File: src/hdl/uartrb_pkg.sv
`default_nettype none

package uartrb_pkg;

    localparam int RX_DEPTH = 32;
    localparam int TX_DEPTH = 32;
    localparam int RX_AW    = $clog2(RX_DEPTH);
    localparam int TX_AW    = $clog2(TX_DEPTH);
    localparam int BYTE_W   = 8;

    localparam logic [RX_AW-1:0] RX_LAST = RX_AW'(RX_DEPTH - 1);
    localparam logic [TX_AW-1:0] TX_LAST = TX_AW'(TX_DEPTH - 1);

    typedef enum logic [1:0] {
        OP_LINE_RX = 2'd0,
        OP_HOST_RD = 2'd1,
        OP_HOST_WR = 2'd2,
        OP_TX_RDY  = 2'd3
    } t_op;

    typedef enum logic [2:0] {
        ERR_NONE    = 3'd0,
        ERR_FRAME   = 3'd1,
        ERR_OVERRUN = 3'd2,
        ERR_PARITY  = 3'd3,
        ERR_FULL    = 3'd4
    } t_err;

    typedef enum logic [1:0] {
        S_IDLE = 2'b01,
        S_READ = 2'b10
    } t_state;

    // Command from the sequencer to the pointer logic.
    typedef struct packed {
        logic go;
        t_op  op;
        logic fe;
        logic dor;
        logic pe;
    } t_cmd;

    // Memory controls and step outcome from the pointer logic.
    typedef struct packed {
        logic             rx_wr_en;
        logic [RX_AW-1:0] rx_head;
        logic [RX_AW-1:0] rx_tail;
        logic             rx_deq;
        logic             tx_wr_en;
        logic [TX_AW-1:0] tx_head;
        logic [TX_AW-1:0] tx_tail;
        logic             tx_deq;
        logic             wr_ok;
        t_err             err;
        logic             irq;
    } t_stat;

endpackage

`default_nettype wire

File: src/hdl/uartrb_ram.sv
`default_nettype none

module uartrb_ram #(
    parameter int DEPTH = 32,
    parameter int WIDTH = 8,
    localparam int AW   = $clog2(DEPTH)
) (
    input  wire logic             i_clk,
    input  wire logic             i_wr_en,
    input  wire logic [AW-1:0]    i_wr_addr,
    input  wire logic [WIDTH-1:0] i_wr_data,
    input  wire logic [AW-1:0]    i_rd_addr,
    output logic      [WIDTH-1:0] o_rd_data
);

    logic [WIDTH-1:0] r_mem [DEPTH];

    always_ff @(posedge i_clk) begin
        if (i_wr_en) begin
            r_mem[i_wr_addr] <= i_wr_data;
        end
    end

    always_ff @(posedge i_clk) begin
        o_rd_data <= r_mem[i_rd_addr];
    end

endmodule

`default_nettype wire

File: src/hdl/uartrb_ptrs.sv
`default_nettype none

module uartrb_ptrs (
    input  wire logic             i_clk,
    input  wire logic             i_rst_n,
    input  wire uartrb_pkg::t_cmd i_cmd,
    output uartrb_pkg::t_stat     o_stat
);

    logic [uartrb_pkg::RX_AW-1:0] r_rx_head, n_rx_head, r_rx_tail, n_rx_tail;
    logic [uartrb_pkg::TX_AW-1:0] r_tx_head, n_tx_head, r_tx_tail, n_tx_tail;
    uartrb_pkg::t_err             r_err, n_err;
    logic                         r_irq, n_irq;

    logic [uartrb_pkg::RX_AW-1:0] rx_head_inc, rx_tail_inc;
    logic [uartrb_pkg::TX_AW-1:0] tx_head_inc, tx_tail_inc;
    logic                         rx_full, rx_empty, tx_full, tx_empty;
    logic                         rx_wr, rx_deq, tx_wr, tx_deq;

    // ring increments, one slot always kept empty
    assign rx_head_inc = (r_rx_head == uartrb_pkg::RX_LAST) ? '0 : r_rx_head + 1'b1;
    assign rx_tail_inc = (r_rx_tail == uartrb_pkg::RX_LAST) ? '0 : r_rx_tail + 1'b1;
    assign tx_head_inc = (r_tx_head == uartrb_pkg::TX_LAST) ? '0 : r_tx_head + 1'b1;
    assign tx_tail_inc = (r_tx_tail == uartrb_pkg::TX_LAST) ? '0 : r_tx_tail + 1'b1;

    assign rx_full  = (rx_head_inc == r_rx_tail);
    assign rx_empty = (r_rx_head == r_rx_tail);
    assign tx_full  = (tx_head_inc == r_tx_tail);
    assign tx_empty = (r_tx_head == r_tx_tail);

    always_comb begin
        rx_wr  = 1'b0;
        rx_deq = 1'b0;
        tx_wr  = 1'b0;
        tx_deq = 1'b0;
        n_err  = r_err;
        n_irq  = r_irq;
        if (i_cmd.go) begin
            case (i_cmd.op)
                uartrb_pkg::OP_LINE_RX: begin
                    // error priority: frame, overrun, parity, full
                    if (i_cmd.fe) begin
                        n_err = uartrb_pkg::ERR_FRAME;
                    end else if (i_cmd.dor) begin
                        n_err = uartrb_pkg::ERR_OVERRUN;
                    end else if (i_cmd.pe) begin
                        n_err = uartrb_pkg::ERR_PARITY;
                    end else if (rx_full) begin
                        n_err = uartrb_pkg::ERR_FULL;
                    end else begin
                        rx_wr = 1'b1;
                    end
                end
                uartrb_pkg::OP_HOST_RD: begin
                    rx_deq = !rx_empty;
                end
                uartrb_pkg::OP_HOST_WR: begin
                    if (!tx_full) begin
                        tx_wr = 1'b1;
                        n_irq = 1'b1;
                    end
                end
                uartrb_pkg::OP_TX_RDY: begin
                    if (tx_empty) begin
                        n_irq = 1'b0;
                    end else begin
                        tx_deq = 1'b1;
                    end
                end
                default: begin
                end
            endcase
        end
    end

    assign n_rx_head = rx_wr  ? rx_head_inc : r_rx_head;
    assign n_rx_tail = rx_deq ? rx_tail_inc : r_rx_tail;
    assign n_tx_head = tx_wr  ? tx_head_inc : r_tx_head;
    assign n_tx_tail = tx_deq ? tx_tail_inc : r_tx_tail;

    always_ff @(posedge i_clk) begin
        if (!i_rst_n) begin
            r_rx_head <= '0;
            r_rx_tail <= '0;
            r_tx_head <= '0;
            r_tx_tail <= '0;
            r_err     <= uartrb_pkg::ERR_NONE;
            r_irq     <= 1'b0;
        end else begin
            r_rx_head <= n_rx_head;
            r_rx_tail <= n_rx_tail;
            r_tx_head <= n_tx_head;
            r_tx_tail <= n_tx_tail;
            r_err     <= n_err;
            r_irq     <= n_irq;
        end
    end

    always_comb begin
        o_stat.rx_wr_en = rx_wr;
        o_stat.rx_head  = r_rx_head;
        o_stat.rx_tail  = r_rx_tail;
        o_stat.rx_deq   = rx_deq;
        o_stat.tx_wr_en = tx_wr;
        o_stat.tx_head  = r_tx_head;
        o_stat.tx_tail  = r_tx_tail;
        o_stat.tx_deq   = tx_deq;
        o_stat.wr_ok    = tx_wr;
        o_stat.err      = n_err;
        o_stat.irq      = n_irq;
    end

    a_rx_deq_nonempty: assert property (@(posedge i_clk) disable iff (!i_rst_n)
        rx_deq |-> (r_rx_head != r_rx_tail))
        else $error("rx dequeue from empty ring");

    a_rx_wr_fills: assert property (@(posedge i_clk) disable iff (!i_rst_n)
        rx_wr |=> (r_rx_head != r_rx_tail))
        else $error("rx ring empty after enqueue");

    a_tx_wr_irq: assert property (@(posedge i_clk) disable iff (!i_rst_n)
        tx_wr |=> (r_irq && (r_tx_head != r_tx_tail)))
        else $error("tx enqueue did not set irq enable or fill ring");

endmodule

`default_nettype wire

File: src/hdl/uart_rx_tx_ring_buffers_unit.sv
`default_nettype none

// Buffered serial-port FIFO pair: a receive ring and a transmit ring, each
// holding up to DEPTH-1 characters in a one-read, one-write memory.
// Input channel (i_in_valid / o_in_stall): one operation per transfer --
//   line byte received (with frame/overrun/parity status), host read,
//   host write, or transmitter ready.
// Output channel (o_out_valid / i_out_stall): exactly one result per input
//   transfer, in order: read byte and availability, write accepted, dequeued
//   transmit byte, interrupt enable and the sticky last-error code.
// Timing: operations that need no memory read (line byte, host write, host
//   read on empty ring, transmitter ready on empty ring) present their result
//   in the cycle after the input transfer. A dequeue reads the ring memory
//   (registered read); its result goes through the memory read register
//   and then the output register. One operation per cycle while the receiver
//   does not stall; a dequeue holds off input until its result is loaded.
// Reset (synchronous, active low) empties both rings, clears the error code
//   and the interrupt enable; memory contents are not cleared and need not be.
// When the receiver stalls, the result stays in the output register and one
//   more operation is taken only once that register is being emptied.
module uart_rx_tx_ring_buffers_unit (
    input  wire logic                          i_clk,
    input  wire logic                          i_rst_n,
    // input channel
    input  wire logic                          i_in_valid,
    output logic                               o_in_stall,
    input  wire logic [1:0]                    i_operation,
    input  wire logic [uartrb_pkg::BYTE_W-1:0] i_data_byte,
    input  wire logic                          i_frame_error,
    input  wire logic                          i_data_overrun,
    input  wire logic                          i_parity_error,
    // output channel
    output logic                               o_out_valid,
    input  wire logic                          i_out_stall,
    output logic [uartrb_pkg::BYTE_W-1:0]      o_read_byte,
    output logic                               o_char_available,
    output logic                               o_write_accepted,
    output logic [uartrb_pkg::BYTE_W-1:0]      o_tx_byte,
    output logic                               o_tx_valid,
    output logic                               o_tx_irq_enable,
    output logic [2:0]                         o_last_error
);

    uartrb_pkg::t_state r_state, n_state;
    logic               r_out_valid, n_out_valid;
    logic               r_deq_rx;       // pending dequeue is from receive ring

    uartrb_pkg::t_cmd cmd;
    uartrb_pkg::t_stat stat;

    logic [uartrb_pkg::BYTE_W-1:0] rx_rdata, tx_rdata;
    logic                          in_xfer, slot_free, deq, ld_now, ld_read;

    // output register free, or being taken this cycle
    assign slot_free  = !r_out_valid || !i_out_stall;
    assign o_in_stall = !((r_state == uartrb_pkg::S_IDLE) && slot_free);
    assign in_xfer    = i_in_valid && !o_in_stall;

    always_comb begin
        cmd.go  = in_xfer;
        cmd.op  = uartrb_pkg::t_op'(i_operation);
        cmd.fe  = i_frame_error;
        cmd.dor = i_data_overrun;
        cmd.pe  = i_parity_error;
    end

    uartrb_ptrs u_ptrs (
        .i_clk   (i_clk),
        .i_rst_n (i_rst_n),
        .i_cmd   (cmd),
        .o_stat  (stat)
    );

    // Read address follows the tail pointer: the word at the old tail is
    // captured at the same edge that advances the tail.
    uartrb_ram #(
        .DEPTH (uartrb_pkg::RX_DEPTH),
        .WIDTH (uartrb_pkg::BYTE_W)
    ) u_rx_ram (
        .i_clk     (i_clk),
        .i_wr_en   (stat.rx_wr_en),
        .i_wr_addr (stat.rx_head),
        .i_wr_data (i_data_byte),
        .i_rd_addr (stat.rx_tail),
        .o_rd_data (rx_rdata)
    );

    uartrb_ram #(
        .DEPTH (uartrb_pkg::TX_DEPTH),
        .WIDTH (uartrb_pkg::BYTE_W)
    ) u_tx_ram (
        .i_clk     (i_clk),
        .i_wr_en   (stat.tx_wr_en),
        .i_wr_addr (stat.tx_head),
        .i_wr_data (i_data_byte),
        .i_rd_addr (stat.tx_tail),
        .o_rd_data (tx_rdata)
    );

    assign deq     = stat.rx_deq || stat.tx_deq;
    assign ld_now  = in_xfer && !deq;
    assign ld_read = (r_state == uartrb_pkg::S_READ);

    always_comb begin
        n_state     = r_state;
        n_out_valid = r_out_valid && i_out_stall;
        case (r_state)
            uartrb_pkg::S_IDLE: begin
                if (in_xfer) begin
                    if (deq) begin
                        n_state = uartrb_pkg::S_READ;
                    end else begin
                        n_out_valid = 1'b1;
                    end
                end
            end
            uartrb_pkg::S_READ: begin
                n_state     = uartrb_pkg::S_IDLE;
                n_out_valid = 1'b1;
            end
            default: begin
                n_state = uartrb_pkg::S_IDLE;
            end
        endcase
    end

    always_ff @(posedge i_clk) begin
        if (!i_rst_n) begin
            r_state     <= uartrb_pkg::S_IDLE;
            r_out_valid <= 1'b0;
        end else begin
            r_state     <= n_state;
            r_out_valid <= n_out_valid;
        end
    end

    // result payload
    always_ff @(posedge i_clk) begin
        if (in_xfer) begin
            r_deq_rx <= stat.rx_deq;
        end
        if (ld_now) begin
            o_read_byte      <= '0;
            o_char_available <= 1'b0;
            o_write_accepted <= stat.wr_ok;
            o_tx_byte        <= '0;
            o_tx_valid       <= 1'b0;
            o_tx_irq_enable  <= stat.irq;
            o_last_error     <= stat.err;
        end else if (ld_read) begin
            o_read_byte      <= r_deq_rx ? rx_rdata : '0;
            o_char_available <= r_deq_rx;
            o_write_accepted <= 1'b0;
            o_tx_byte        <= r_deq_rx ? '0 : tx_rdata;
            o_tx_valid       <= !r_deq_rx;
            o_tx_irq_enable  <= stat.irq;
            o_last_error     <= stat.err;
        end
    end

    assign o_out_valid = r_out_valid;

    a_read_slot_free: assert property (@(posedge i_clk) disable iff (!i_rst_n)
        (r_state == uartrb_pkg::S_READ) |-> !r_out_valid)
        else $error("output register busy during memory read");

    a_deq_to_read: assert property (@(posedge i_clk) disable iff (!i_rst_n)
        (in_xfer && deq) |=> (r_state == uartrb_pkg::S_READ))
        else $error("dequeue did not enter read state");

    a_read_delivers: assert property (@(posedge i_clk) disable iff (!i_rst_n)
        (r_state == uartrb_pkg::S_READ) |=>
            ((r_state == uartrb_pkg::S_IDLE) && r_out_valid))
        else $error("read state did not produce a result");

endmodule

`default_nettype wire
File: config.mk
export PLATFORM = sky130hd
export DESIGN_NAME = uart_rx_tx_ring_buffers_unit
export DESIGN_NICKNAME = d
export VERILOG_FILES = /design/src/hdl/uartrb_pkg.sv /design/src/hdl/uartrb_ram.sv /design/src/hdl/uartrb_ptrs.sv /design/src/hdl/uart_rx_tx_ring_buffers_unit.sv
export SDC_FILE = /design/constraint.sdc
export NUM_CORES = 1
export LEC_CHECK = 0
export BUFFER_PORTS_ARGS = -buffer_cell sky130_fd_sc_hd__buf_2
export CORE_ASPECT_RATIO = 1.25
export CORE_MARGIN = 10
export CORE_UTILIZATION = 60
export DETAILED_ROUTE_END_ITERATION = 10
export GPL_TIMING_DRIVEN = 0
export PLACE_DENSITY = 0.83
export RECOVER_POWER = 50
export SLEW_MARGIN = 0
export SYNTH_ARGS = -nofsm -noshare
export SYNTH_HDL_FRONTEND = slang
export SYNTH_SLANG_ARGS = --single-unit
File: constraint.sdc
create_clock -name i_clk -period 3.64 [get_ports i_clk]
set_input_delay 0.91 -clock i_clk [delete_from_list [all_inputs] [get_ports i_clk]]
set_output_delay 0.91 -clock i_clk [all_outputs]
set_load 0.005 [all_outputs]
== Yosys cells after proc, flatten, opt, wreduce, memory -nomap -nowiden ==
Memory sizes are Yosys's and may differ from the RTL's. A register that Yosys moved wholly into a read port is not among the register bits.
Index checks and enable logic that the tools add are counted.
Cells by class
  add/subtract/negate cells: 4
  multiply operators: 0
  div/mod/pow operators: 0
  order comparisons: 0
  equal/unequal tests: 13
  shift operators: 0
  multiplexer cells: 43
  bitwise operators: 0
  reduce and logical (&&, ||, !) cells: 16
Operators by type and width (number)
  $mux 1: 27
  $mux 3: 8
  $add 5x1->5 const B: 4
  $eq 5x5->1: 4
  $eq 5x5->1 const B: 4
  $mux 5: 4
  $mux 8: 2
  $eq 2x2->1 const B: 3
  $logic_not 1->1: 6
  $eq 2x1->1 const B: 2
  $logic_and 1x1->1: 4
  $pmux 1 s2: 2
  $reduce_and 2->1: 2
  $logic_not 2->1: 1
  $logic_or 1x1->1: 2
  $reduce_bool 2->1: 1
Word-level totals
  flip-flop bits (word level): 51
  bits in latches: 0
  bits in writable memories: 512
  ROM bits: 0
  input bits: 17
  output and inout port bits: 25
  word-level logic and storage cells: 94
  memories kept: 2
Memories
  u_rx_ram.r_mem: words 32, width 8, read ports 1, clocked after Yosys merged registers in 1, write ports 1, RTL line uartrb_ram.sv:16  | logic [WIDTH-1:0] r_mem [DEPTH];
  u_tx_ram.r_mem: words 32, width 8, read ports 1, clocked after Yosys merged registers in 1, write ports 1, RTL line uartrb_ram.sv:16

== Logic depth before layout (Yosys ltp) ==
Gate-level depths: netlist of run 1.
  word-level depth: 11
  gate-level depth with buffers: 12
  mapped depth without buffers: 9

== By module ==
Synthesis of run 1 repeated with hierarchy kept, for this count alone.
Second synthesis, totals
  cell total of the unflattened synthesis: 1117
  area total of the unflattened synthesis: 22695.5 um^2
By module, submodules not included
  uartrb_ram: instances 2, cells each 417, area an instance 10053.4 um^2, seq. area each 7847.5 um^2
  uartrb_ptrs: instances 1, cells each 192, area an instance 1596.5 um^2, seq. area each 480.5 um^2
  uart_rx_tx_ring_buffers_unit: instances 1, cells each 91, area an instance 992.2 um^2, seq. area each 600.6 um^2

== Least setup slack after synthesis of run 1 ==
OpenSTA, ideal clock, no wires.
  path kind: register -> register
  from: register u_ptrs.r_tx_head[1] (netlist bit)
  to: memory u_tx_ram.r_mem[18][0], enable pin
  library setup time: 0.332 ns
  data arrival time: 2.710 ns
  required time: 3.308 ns
  path slack: 0.598 ns
  cell stages (with the launch flop): 13
  path buffers: 3
  clock period less this slack: 3.042 ns
  cells stage by stage: dfxtp_1 ha_1 clkbuf_1 and3_1 ha_1 clkbuf_1 or2_2 o221ai_1 and2_1 a21o_1 inv_2 clkbuf_1 and3_1
On the way
  word-level cells in the longest chain between the ends: 8
  elaborated cells between the ends (all ways): 9
  classes of those cells: 1 x add/sub; 2 x eq/ne; 6 x mux
Ends and longest elaborated chain
  start: declaration: RTL line uartrb_ptrs.sv:11  | logic [uartrb_pkg::TX_AW-1:0] r_tx_head, n_tx_head, r_tx_tail, n_tx_tail;
  start signal: assignment: RTL line uartrb_ptrs.sv:92  | r_tx_head <= n_tx_head;
  $add 5x1->5 or $eq 5x5->1 (tied branches): RTL line uartrb_ptrs.sv:23  | assign tx_head_inc = (r_tx_head == uartrb_pkg::TX_LAST) ? '0 : r_tx_head + 1'b1;
  $mux 5: RTL line uartrb_ptrs.sv:23
  $eq 5x5->1: RTL line uartrb_ptrs.sv:28  | assign tx_full = (tx_head_inc == r_tx_tail);
  $mux 1: RTL line uartrb_ptrs.sv:58  | if (!tx_full) begin
  $mux 1: RTL line uartrb_ptrs.sv:39  | case (i_cmd.op)
  $mux 1: RTL line uartrb_ptrs.sv:38  | if (i_cmd.go) begin
  $mux 1: RTL line uartrb_ram.sv:19  | if (i_wr_en) begin
  $mux 1 (not written as such): RTL line uartrb_ram.sv:20  | r_mem[i_wr_addr] <= i_wr_data;
  end: declaration: RTL line uartrb_ram.sv:16
Several ways; a longest one is shown, not always the timed one.

== Worst setup path in the final report of run 1 ==
  from: register u_ptrs.r_tx_head[1] (netlist bit)
  to: memory u_tx_ram.r_mem[0][5], enable pin
Same word-level chain as after synthesis.

==> results of run 1 <==
-- layout by cell type, fill, tap and decap left out, types with 6 or more instances in the layout --
cell	n
nor2b_1	6
a22oi_1	16
clkbuf_2	10
mux2i_1	10
clkbuf_1	62
inv_1	11
ha_1	15
a21oi_1	8
nor2_1	36
mux4_2	160
clkbuf_8	6
buf_4	13
clkinv_2	8
clkbuf_16	53
and3_1	22
nand2_1	29
dfxtp_1	61
mux2_2	16
and3_2	50
clkinv_1	11
buf_2	27
edfxtp_1	518
xor2_1	14
nor3_1	10
xnor2_1	6
a21boi_0	10
nor3b_1	9
o21ai_0	11
-- registers in the layout, summed over array words and instances, names as in the netlist, 2 cells and up --
name,cells
o_last_error,3
o_read_byte,8
o_tx_byte,8
r_state,2
u_ptrs.r_err,3
u_ptrs.r_rx_head,5
u_ptrs.r_rx_tail,5
u_ptrs.r_tx_head,5
u_ptrs.r_tx_tail,5
u_rx_ram.o_rd_data,8
u_rx_ram.r_mem,256
u_tx_ram.o_rd_data,8
u_tx_ram.r_mem,256
-- where the power goes --
| part | internal, W | switching, W | total (W) | leakage [nW] |
|---|---|---|---|---|
| logic | 0.0000630 | 0.000194 | 0.000257 | 2.27 |
| clock network | 0.00300 | 0.00233 | 0.00532 | 0.812 |
| registers | 0.00726 | 0.0000109 | 0.00727 | 5.16 |
| total | 0.0103 | 0.00253 | 0.0128 | 8.25 |
-- cell families after synthesis --
family	synth area share [%]
flops	73.0
simple gates	4.60
mux	16.9
buf+inv	1.76
compound gates	2.15
xor+xnor	0.762
fa+ha+maj	0.871
-- critical path, delay by kind of cell, from the launching register on --
kind	cells	cell delay [ns]
AND/OR/NAND/NOR	4	0.98
buffers and inverters	3	0.73
adder cells (fa/ha/maj)	2	0.54
flip-flops	1	0.50
AO/OA/AOI/OAI	2	0.39
-- timing repair --
item	in CTS	in global routing
setup buffers	0	0
setup endpoints to repair	461	464
resized for setup	41	23
-- how the worst max path moves through the flow --
stage / startpoint / end / slack, ns
2_1_floorplan: u_ptrs.r_tx_head[1] / u_tx_ram.r_mem[18][0] / 0.60
3_3_place_gp: u_ptrs.r_tx_head[1] / u_tx_ram.r_mem[0][2] / -0.37
3_5_place_dp: u_ptrs.r_tx_head[1] / u_tx_ram.r_mem[0][1] / -0.40
4_1_cts: u_ptrs.r_tx_head[1] / u_tx_ram.r_mem[17][4] / 0.007
5_1_grt: u_ptrs.r_tx_head[1] / u_tx_ram.r_mem[0][0] / 0.0005
6_report: u_ptrs.r_tx_head[1] / u_tx_ram.r_mem[0][5] / 0.16
-- routing by layer --
metal  share of wire, %  vias to the layer above
met1                 35                     6044
li1                   -                     4907
met2                 54                      510
met4                4.5                        4
met5              0.043                        -
met3                6.0                      146
-- through the flow --
stage | hold WS [ns] | cells
3_5_place_dp | 0.457 | 1679
6_report | 0.467 | 1772
5_1_grt | 0.501 | 1772
4_1_cts | 0.472 | 1772
3_3_place_gp | 0.443 | 1679
2_1_floorplan | 0.438 | 1146
-- final cells by class --
type,instances,area (um2)
sequential,579,16800
timing repair buffer,41,171
clock inverter,27,218
fill,2400,12500
buffer,69,355
multi-input combinational,484,5900
clock buffer,67,1440
tap,492,616
inverter,13,48.8
==> impl_metrics.json, run 1 <==
{
  "reg2reg_slack_ns": 0.16,
  "vias": 11600,
  "clock_latency_ns": 0.58,
  "violations": "capacitance limit, slew limit",
  "syn-cell-area_um2": 23000,
  "cts_root_buf": "clkbuf_16",
  "synth.distinct_cells": 54,
  "start_util_pct": 60.5,
  "timing.slew.headroom_pct": -97.5,
  "dpl.hpwl_mm": 32.9,
  "synth_area_leader_cell": "edfxtp_1",
  "fp-row-count": 80,
  "cp_slowest_stage_delay_ns": 0.50,
  "antenna_found_initial": 2,
  "drtIter0Drc": 1096,
  "syn_area_per_cell_um2": 20.1,
  "crit_type": "reg -> reg",
  "cp.required_ns": 3.89,
  "worstSetupEndpointType": "flip-flop",
  "timing.final.ws_setup_ns": 0.157,
  "startpoint_type": "flip-flop",
  "synth_commonest_cells": "edfxtp_1 (518), mux4_2 (160), and3_1 (74)",
  "setup_tns_ns": 0,
  "htree_levels": 2,
  "ctsHoldBuffers": 0,
  "design_area_um2": 25500,
  "syn_nets": 1179,
  "die_area_um2": 46600,
  "synth_top_cell_area_share_pct": 67.6,
  "grt_overflow": 0,
  "hold_depth": 2,
  "grt_pass1_wl_mm": 77.5,
  "cap_violations": 4,
  "status": "finished with violations",
  "cp_cell_sequence": "ha_1, clkbuf_2, and3_1, ha_2, or2_2, o221ai_1, and2_1, a21o_1, inv_2, clkbuf_2, and3_2",
  "gr-usage-met2_pct": 40.5,
  "use_met3_pct": 3.66,
  "timing.rr.end": "u_tx_ram.r_mem[0][5]",
  "io_buffer_count": 41,
  "power.density_nw_per_um2": 504,
  "core_area_um2": 38000,
  "crit_arrival_ns": 3.73,
  "finClkSkew_ns": 0.0243,
  "met1_usage_pct": 25.5,
  "cts_tree": "done",
  "hp-class": "reg -> reg",
  "wl_per_cell_um": 29.2,
  "ff2ff_path_depth": 11,
  "post-route-period-util_pct": 95.7,
  "tightest_slew_ns": 2.96,
  "grt_pass1_vias": 12000,
  "reg2reg_from": "u_ptrs.r_tx_head[1]",
  "fin_util_pct": 67.1,
  "dpl_cell_area_um2": 23800,
  "grt_use_total_pct": 22.3,
  "pre_cts_slack_ns": -0.402,
  "dieWidth_um": 195,
  "rsz0062_at_grt": "no",
  "fmax_mhz": 287,
  "layout-drive-gt1-share_pct": 28.5,
  "ys_ff_latch": 579,
  "drt-vias-per-instance": 6.55,
  "hold_start": "u_tx_ram.o_rd_data[0]",
  "yosysSeqAreaShare_pct": 73.0,
  "synth_edf_count": 518,
  "gp_congestion": 0.979,
  "cp_common_cell": "clkbuf_2",
  "post-route-min-period_ns": 3.48,
  "cp_max_fo": 10,
  "worstHoldEndpoint": "o_tx_byte[0]",
  "synth_warnings": 0,
  "syn2layout_area_growth_pct": 11.0,
  "top_usage_layer": "met2",
  "numCtsBuffers": 51,
  "antenna_cells": 0,
  "routed_wl_mm": 51.7,
  "clkSlewWorstSetupHoldPaths_ns": 0.07,
  "ir_drop_v": 0.000577,
  "report.final.slew_viol_count": 260,
  "synth-main-ff-cell": "edfxtp_1",
  "cp_slowest_cell": "dfxtp_1",
  "synth_area_leaders": "edfxtp_1 (68%), mux4_2 (16%), dfxtp_1 (5.3%)",
  "post-synth-top-count-cell": "edfxtp_1",
  "drcViolationCount": 0,
  "final_antenna_net_count": 0,
  "clockBufferDepth": 3,
  "final_nets": 1272,
  "synthArstFlopShare_pct": 0,
  "grt_max_degree": 65,
  "p_leak_nw": 8.25,
  "finalHoldViolCount": 0,
  "io_pins": 42,
  "finalSetupViolations": 0,
  "first_pass_iters": 5,
  "netlist_instances": 1146,
  "dieHeight_um": 239,
  "p_total_w": 0.0128,
  "clock-sinks": 579
}
Note: power is estimated with default switching activity, not from simulation.
==> run 2, diff against run 1 <==
--- a/config.mk
+++ b/config.mk
@@ -12,8 +12,9 @@
 export DETAILED_ROUTE_END_ITERATION = 10
 export GPL_TIMING_DRIVEN = 0
 export PLACE_DENSITY = 0.83
-export RECOVER_POWER = 50
+export RECOVER_POWER = 25
 export SLEW_MARGIN = 0
 export SYNTH_ARGS = -nofsm -noshare
 export SYNTH_HDL_FRONTEND = slang
+export SYNTH_HIERARCHICAL = 1
 export SYNTH_SLANG_ARGS = --single-unit
==> run 2 against run 1 <==
The run still ends with capacitance limit, slew limit left. Sequential power about the same. Design area is 1.2% higher. Clock power grew 2%. Power grew 0.46%.
==> impl_metrics.json, run 2 <==
{
  "status": "finished with violations",
  "violations": "capacitance limit, slew limit",
  "synth-main-ff-cell": "edfxtp_1",
  "hp-class": "reg -> reg",
  "cp.required_ns": 3.87,
  "grt_max_degree": 65,
  "dieWidth_um": 194,
  "routed_wl_mm": 50.6,
  "grt_overflow": 0,
  "hold_start": "u_tx_ram/o_rd_data[7]",
  "post-synth-top-count-cell": "edfxtp_1",
  "report.final.slew_viol_count": 325,
  "switching_share_pct": 19.1,
  "final_antenna_net_count": 0,
  "clock-sinks": 579,
  "crit_type": "reg -> reg",
  "synth_commonest_cells": "edfxtp_1 (518), mux4_2 (160), nor2_1 (103)",
  "cap_violations": 5,
  "crit_arrival_ns": 3.77,
  "endpoint": "u_tx_ram/r_mem[8][1]",
  "synth_top_cell_area_share_pct": 68.5,
  "syn-cell-area_um2": 22700,
  "synth.distinct_cells": 56,
  "drt-vias-per-instance": 6.53,
  "comb_power_share_pct": 1.8,
  "io_pins": 42,
  "finClkSkew_ns": 0.0222,
  "gp_congestion": 0.873,
  "fmax_mhz": 283,
  "antenna_cells": 0,
  "syn2layout_area_growth_pct": 13.8,
  "p_leak_nw": 8.02,
  "final_nets": 1252,
  "critPathLaunch": "u_ptrs/r_tx_head[1]",
  "htree_levels": 2,
  "netlist_instances": 1117,
  "dpl.hpwl_mm": 30.8,
  "synth_warnings": 6,
  "start_util_pct": 60.9,
  "finalHoldViolCount": 0,
  "synthArstFlopShare_pct": 0,
  "drtIter0Drc": 1093,
  "timing.rr.end": "u_tx_ram/r_mem[8][1]",
  "drcViolationCount": 0,
  "cp_max_fo": 8,
  "reg2reg_from": "u_ptrs/r_tx_head[1]",
  "power.density_nw_per_um2": 500,
  "ff2ff_path_depth": 10,
  "syn_nets": 1144,
  "vias": 11400,
  "synth_edf_count": 518,
  "startpoint_type": "flip-flop",
  "final_cell_mix": "edfxtp_1 (518), mux4_2 (160), dfxtp_1 (57), clkbuf_16 (53), nor2_4 (49)",
  "core_area_um2": 37300,
  "post-route-min-period_ns": 3.53,
  "clkSlewWorstSetupHoldPaths_ns": 0.07,
  "antenna_found_initial": 1,
  "layout-drive-gt1-share_pct": 32.9,
  "reg2reg_slack_ns": 0.11,
  "cts_tree": "done",
  "tightest_slew_ns": 2.97,
  "grt_pass1_wl_mm": 75.5,
  "clock_latency_ns": 0.57,
  "setup_tns_ns": 0,
  "synth_area_leader_cell": "edfxtp_1",
  "post-route-period-util_pct": 97.1,
  "grt_use_total_pct": 21.5,
  "grt_pass1_vias": 11700,
  "pre_cts_slack_ns": -0.699,
  "final_common_cell": "edfxtp_1",
  "io_buffer_count": 41,
  "wl_per_cell_um": 29.0,
  "seq_power_share_pct": 56.3,
  "numCtsBuffers": 52,
  "ir_drop_v": 0.000701,
  "clkPwrFrac_pct": 42.0,
  "reg_top3": "u_rx_ram/r_mem (256), u_tx_ram/r_mem (256)",
  "syn_area_per_cell_um2": 20.3,
  "timing.slew.headroom_pct": -97.8,
  "finalSetupViolations": 0,
  "yosysSeqAreaShare_pct": 73.9,
  "die_area_um2": 46100,
  "synth_area_leaders": "edfxtp_1 (69%), mux4_2 (16%), dfxtp_1 (5.4%)",
  "internal_power_w": 0.0104,
  "fp-row-count": 79,
  "ys_ff_latch": 579,
  "switchingPower_w": 0.00247,
  "clockBufferDepth": 3,
  "dieHeight_um": 237,
  "ctsHoldBuffers": 0,
  "timing.final.ws_setup_ns": 0.105,
  "first_pass_iters": 5,
  "worstSetupEndpointType": "flip-flop",
  "cts_root_buf": "clkbuf_16"
}
-- run 2: worst min-delay path by stage --
stage,slack (ns),end,cells after the start
2_1_floorplan,0.44,o_read_byte[0],2
3_3_place_gp,0.44,o_tx_byte[2],2
3_5_place_dp,0.45,o_tx_byte[7],2
4_1_cts,0.47,o_tx_byte[7],2
5_1_grt,0.51,o_read_byte[7],2
6_report,0.47,o_tx_byte[7],2
-- run 2: critical path, stage by stage (launching register included) --
cell and delay [ns]:
dfxtp_1 0.52, ha_1 0.30, and3_1 0.18, ha_1 0.31
nor2b_1 0.10, mux2i_1 0.23, xor2_1 0.18, a21oi_4 0.29
buf_4 0.20, or3b_4 0.53, nor2_4 0.33
-- run 2: what timing repair did --
action	in CTS	in global routing
hold endpoints to repair	0	0
gates resized for setup	84	42
cloned	0	0
pin swaps	1	7
setup endpoints to repair	512	427
setup buffers	6	9
-- run 2: per-stage QoR --
step	util [%]	std cells	instance area [um2]	power (W)	hold slack, ns
2_1_floorplan	-	1117	22700	0.00748	0.438
3_3_place_gp	63.1	1644	23500	0.00760	0.442
3_5_place_dp	63.1	1644	23500	0.00762	0.452
4_1_cts	68.5	1739	25500	0.0129	0.467
5_1_grt	69.3	1748	25800	0.0132	0.508
6_report	69.3	1748	25800	0.0129	0.466
-- run 2: final cells by class --
cell class                 instances  area (um2)
timing repair buffer              56         399
sequential                       579       16800
multi-input combinational        472        6010
tap                              486         608
buffer                            56         325
inverter                           8        30.0
fill                            2155       11400
clock inverter                    36         338
clock buffer                      55        1330
-- run 2: kinds of logic (layout without fill, tap and decap cells) --
family | Yosys count | count (layout) | share of synthesized area (%)
buf+inv | 66 | 211 | 1.60
fa+ha+maj | 10 | 10 | 0.551
mux | 188 | 188 | 17.2
simple gates | 197 | 197 | 4.21
flops | 579 | 579 | 73.9
compound gates | 57 | 57 | 1.75
xor+xnor | 20 | 20 | 0.772
-- run 2: power groups by stage --
stage	clock, W	sequential, W	combinational [W]
floorplan	0	0.00740	0.0000800
global placement	0	0.00740	0.000203
detailed placement	0	0.00740	0.000217
CTS	0.00546	0.00726	0.000225
global route	0.00573	0.00726	0.000249
finish	0.00542	0.00726	0.000229
-- run 2: routing by layer --
layer	GRT usage (%)	wire, um
met2	39.8	28100
met4	6.42	1420
met1	25.2	17900
met5	0	13
met3	3.55	3190
==> run 3, diff against run 2 <==
--- a/config.mk
+++ b/config.mk
@@ -8,10 +8,10 @@
 export BUFFER_PORTS_ARGS = -buffer_cell sky130_fd_sc_hd__buf_2
 export CORE_ASPECT_RATIO = 1.25
 export CORE_MARGIN = 10
-export CORE_UTILIZATION = 60
+export CORE_UTILIZATION = 56
 export DETAILED_ROUTE_END_ITERATION = 10
 export GPL_TIMING_DRIVEN = 0
-export PLACE_DENSITY = 0.83
+export PLACE_DENSITY = 0.81
 export RECOVER_POWER = 25
 export SLEW_MARGIN = 0
 export SYNTH_ARGS = -nofsm -noshare
==> constraint.sdc (replaced) <==
create_clock -name i_clk -period 3.1 [get_ports i_clk]
set_input_delay 0.775 -clock i_clk [delete_from_list [all_inputs] [get_ports i_clk]]
set_output_delay 0.775 -clock i_clk [all_outputs]
set_load 0.005 [all_outputs]
==> run 3 against run 2 <==
The flow now finishes without violations. Power is 21% higher. Sequential share of layout area is 2.3 points lower. Utilization is 2.5 points lower. First-iteration DRC count is 2.5% lower. Worst hold slack worse by 0.016 ns. Flip-flop and latch count stayed put. Count of clock-buffer cells in the layout is 10 higher. Clock power is 27% higher. Clock skew is 0.0077 ns lower. Global-route usage is 0.40 points lower. Sequential power is 17% higher. Largest power group unchanged.
==> impl_metrics.json, run 3 (same netlist as run 2, synthesis figures left out) <==
{
  "ctsHoldBuffers": 0,
  "clkSlewWorstSetupHoldPaths_ns": 0.07,
  "io_pins": 42,
  "final_cell_mix": "edfxtp_1 (518), mux4_2 (160), nor2_4 (64), clkbuf_16 (56), dfxtp_1 (52)",
  "reg2reg_slack_ns": 0.04,
  "dr_wl_met3_mm": 3.54,
  "htree_levels": 2,
  "cap_violations": 0,
  "crit_type": "reg -> reg",
  "numCtsBuffers": 54,
  "cts_root_buf": "clkbuf_16",
  "timing.final.ws_setup_ns": 0.0354,
  "fp-row-count": 82,
  "clock_latency_ns": 0.60,
  "cp.required_ns": 3.36,
  "grt_pass1_vias": 12200,
  "cp_slowest_cell": "dfxtp_2",
  "wl_per_cell_um": 28.3,
  "drtIter0Drc": 1066,
  "cp_slowest_stage_delay_ns": 0.54,
  "crit_arrival_ns": 3.33,
  "syn2layout_area_growth_pct": 18.1,
  "finalSetupViolations": 0,
  "cp_cell_sequence": "and3_1, ha_4, nor2_1, mux2i_2, xor2_2, a21oi_4, buf_4, nand3_2, nor2_4",
  "status": "finished, final reports clean",
  "vias": 11900,
  "grt_overflow": 0,
  "report.final.slew_viol_count": 0,
  "grt_use_total_pct": 21.1,
  "highest_layer": "met4",
  "wl_met2_mm": 28.1,
  "path_buf_inv": 1,
  "finalHoldViolCount": 0,
  "worstSetupEndpointType": "flip-flop",
  "cp_max_fo": 14,
  "ir_drop_v": 0.000708,
  "start_util_pct": 56.6,
  "grt_max_degree": 65,
  "reg_top3": "u_rx_ram/r_mem (256), u_tx_ram/r_mem (256)",
  "cts_tree": "done",
  "power.density_nw_per_um2": 584,
  "p_leak_nw": 8.37,
  "drcViolationCount": 0,
  "dpl.hpwl_mm": 30.6,
  "gp_congestion": 0.843,
  "final_antenna_net_count": 0,
  "antenna_found_initial": 0,
  "core_area_um2": 40100,
  "final_nets": 1287,
  "hp-class": "in -> reg",
  "tightest_slew_ns": 1.40,
  "grt_pass1_wl_mm": 76.6,
  "routed_wl_mm": 52.4,
  "startpoint_type": "flip-flop",
  "p_total_w": 0.0157,
  "post-route-period-util_pct": 98.9,
  "layout-drive-gt1-share_pct": 38.1,
  "finClkSkew_ns": 0.0145,
  "pre_cts_slack_ns": -0.739,
  "wl_met1_mm": 18.5,
  "timing.slew.headroom_pct": 6.95,
  "clockBufferDepth": 3,
  "crit_family": "simple AND/OR/NAND/NOR gates",
  "dieHeight_um": 245,
  "post-route-min-period_ns": 3.06,
  "first_pass_iters": 5,
  "clock-sinks": 579,
  "antenna_cells": 0,
  "dieWidth_um": 200,
  "final_common_cell": "edfxtp_1",
  "drt-vias-per-instance": 6.40,
  "die_area_um2": 49000,
  "fmax_mhz": 326,
  "io_buffer_count": 41
}
## run 3: cell count changes in the layout (fill, tap and decap cells not counted), moves of 4 or more
| cell | before | now |
|---|---|---|
| buf_12 | 7 | 25 |
| buf_4 | 27 | 39 |
| clkbuf_1 | 20 | 15 |
| clkbuf_2 | 2 | 10 |
| clkbuf_8 | 0 | 7 |
| clkinv_1 | 18 | 5 |
| clkinv_2 | 9 | 14 |
| clkinvlp_4 | 2 | 8 |
| dfxtp_1 | 57 | 52 |
| dfxtp_4 | 0 | 6 |
| ha_1 | 9 | 5 |
| ha_4 | 0 | 5 |
| nor2_2 | 15 | 2 |
| nor2_4 | 49 | 64 |
## run 3: final cells by class
cell class | count | area, um2
Tap cell | 546 | 683
Clock inverter | 36 | 377
Inverter | 8 | 30.0
Fill cell | 2373 | 13300
Clock buffer | 65 | 1480
Timing Repair Buffer | 87 | 863
Multi-Input combinational cell | 472 | 6180
Buffer | 58 | 379
Sequential cell | 579 | 16800
## run 3: per-layer routing
metal	up-vias	GRT usage, %
met2	625	36.6
met4	0	9.75
met1	6232	25.2
li1	4858	-
met3	138	3.59
met5	-	0
## run 3: power breakdown
part / internal (W) / switching, W
Sequential: 0.00851 / 0.00000971
Combinational: 0.0000800 / 0.000200
Clock: 0.00400 / 0.00286
Total: 0.0126 / 0.00307
## run 3: final timing paths
kind                                             from                    end  cells after the start
worst max-delay path              u_ptrs/r_tx_head[2]  u_tx_ram/r_mem[27][5]                      9
worst min-delay path                          i_rst_n             r_state[0]                      2
worst max register to register    u_ptrs/r_tx_head[2]  u_tx_ram/r_mem[27][5]                      9
worst min register to register  u_rx_ram/o_rd_data[7]         o_read_byte[7]                      2
## run 3: repair_timing
item                       in CTS  in global routing
resized for setup             123                 22
pin swaps                      17                 14
buffers inserted               26                 20
setup endpoints to repair     513                287
## run 3: stage by stage
step / hold WS, ns / cell area (um2) / TNS, ns / utilization [%] / cells
finish: 0.450 / 26800 / 0 / 66.8 / 1851
global route: 0.444 / 26800 / -1.86 / 66.8 / 1851
CTS: 0.424 / 26400 / 0 / 65.9 / 1831
detailed placement: 0.457 / 23700 / -309.89 / 59.2 / 1704
global placement: 0.445 / 23700 / -260.72 / 59.2 / 1704
floorplan: 0.438 / 22800 / 0 / - / 1117
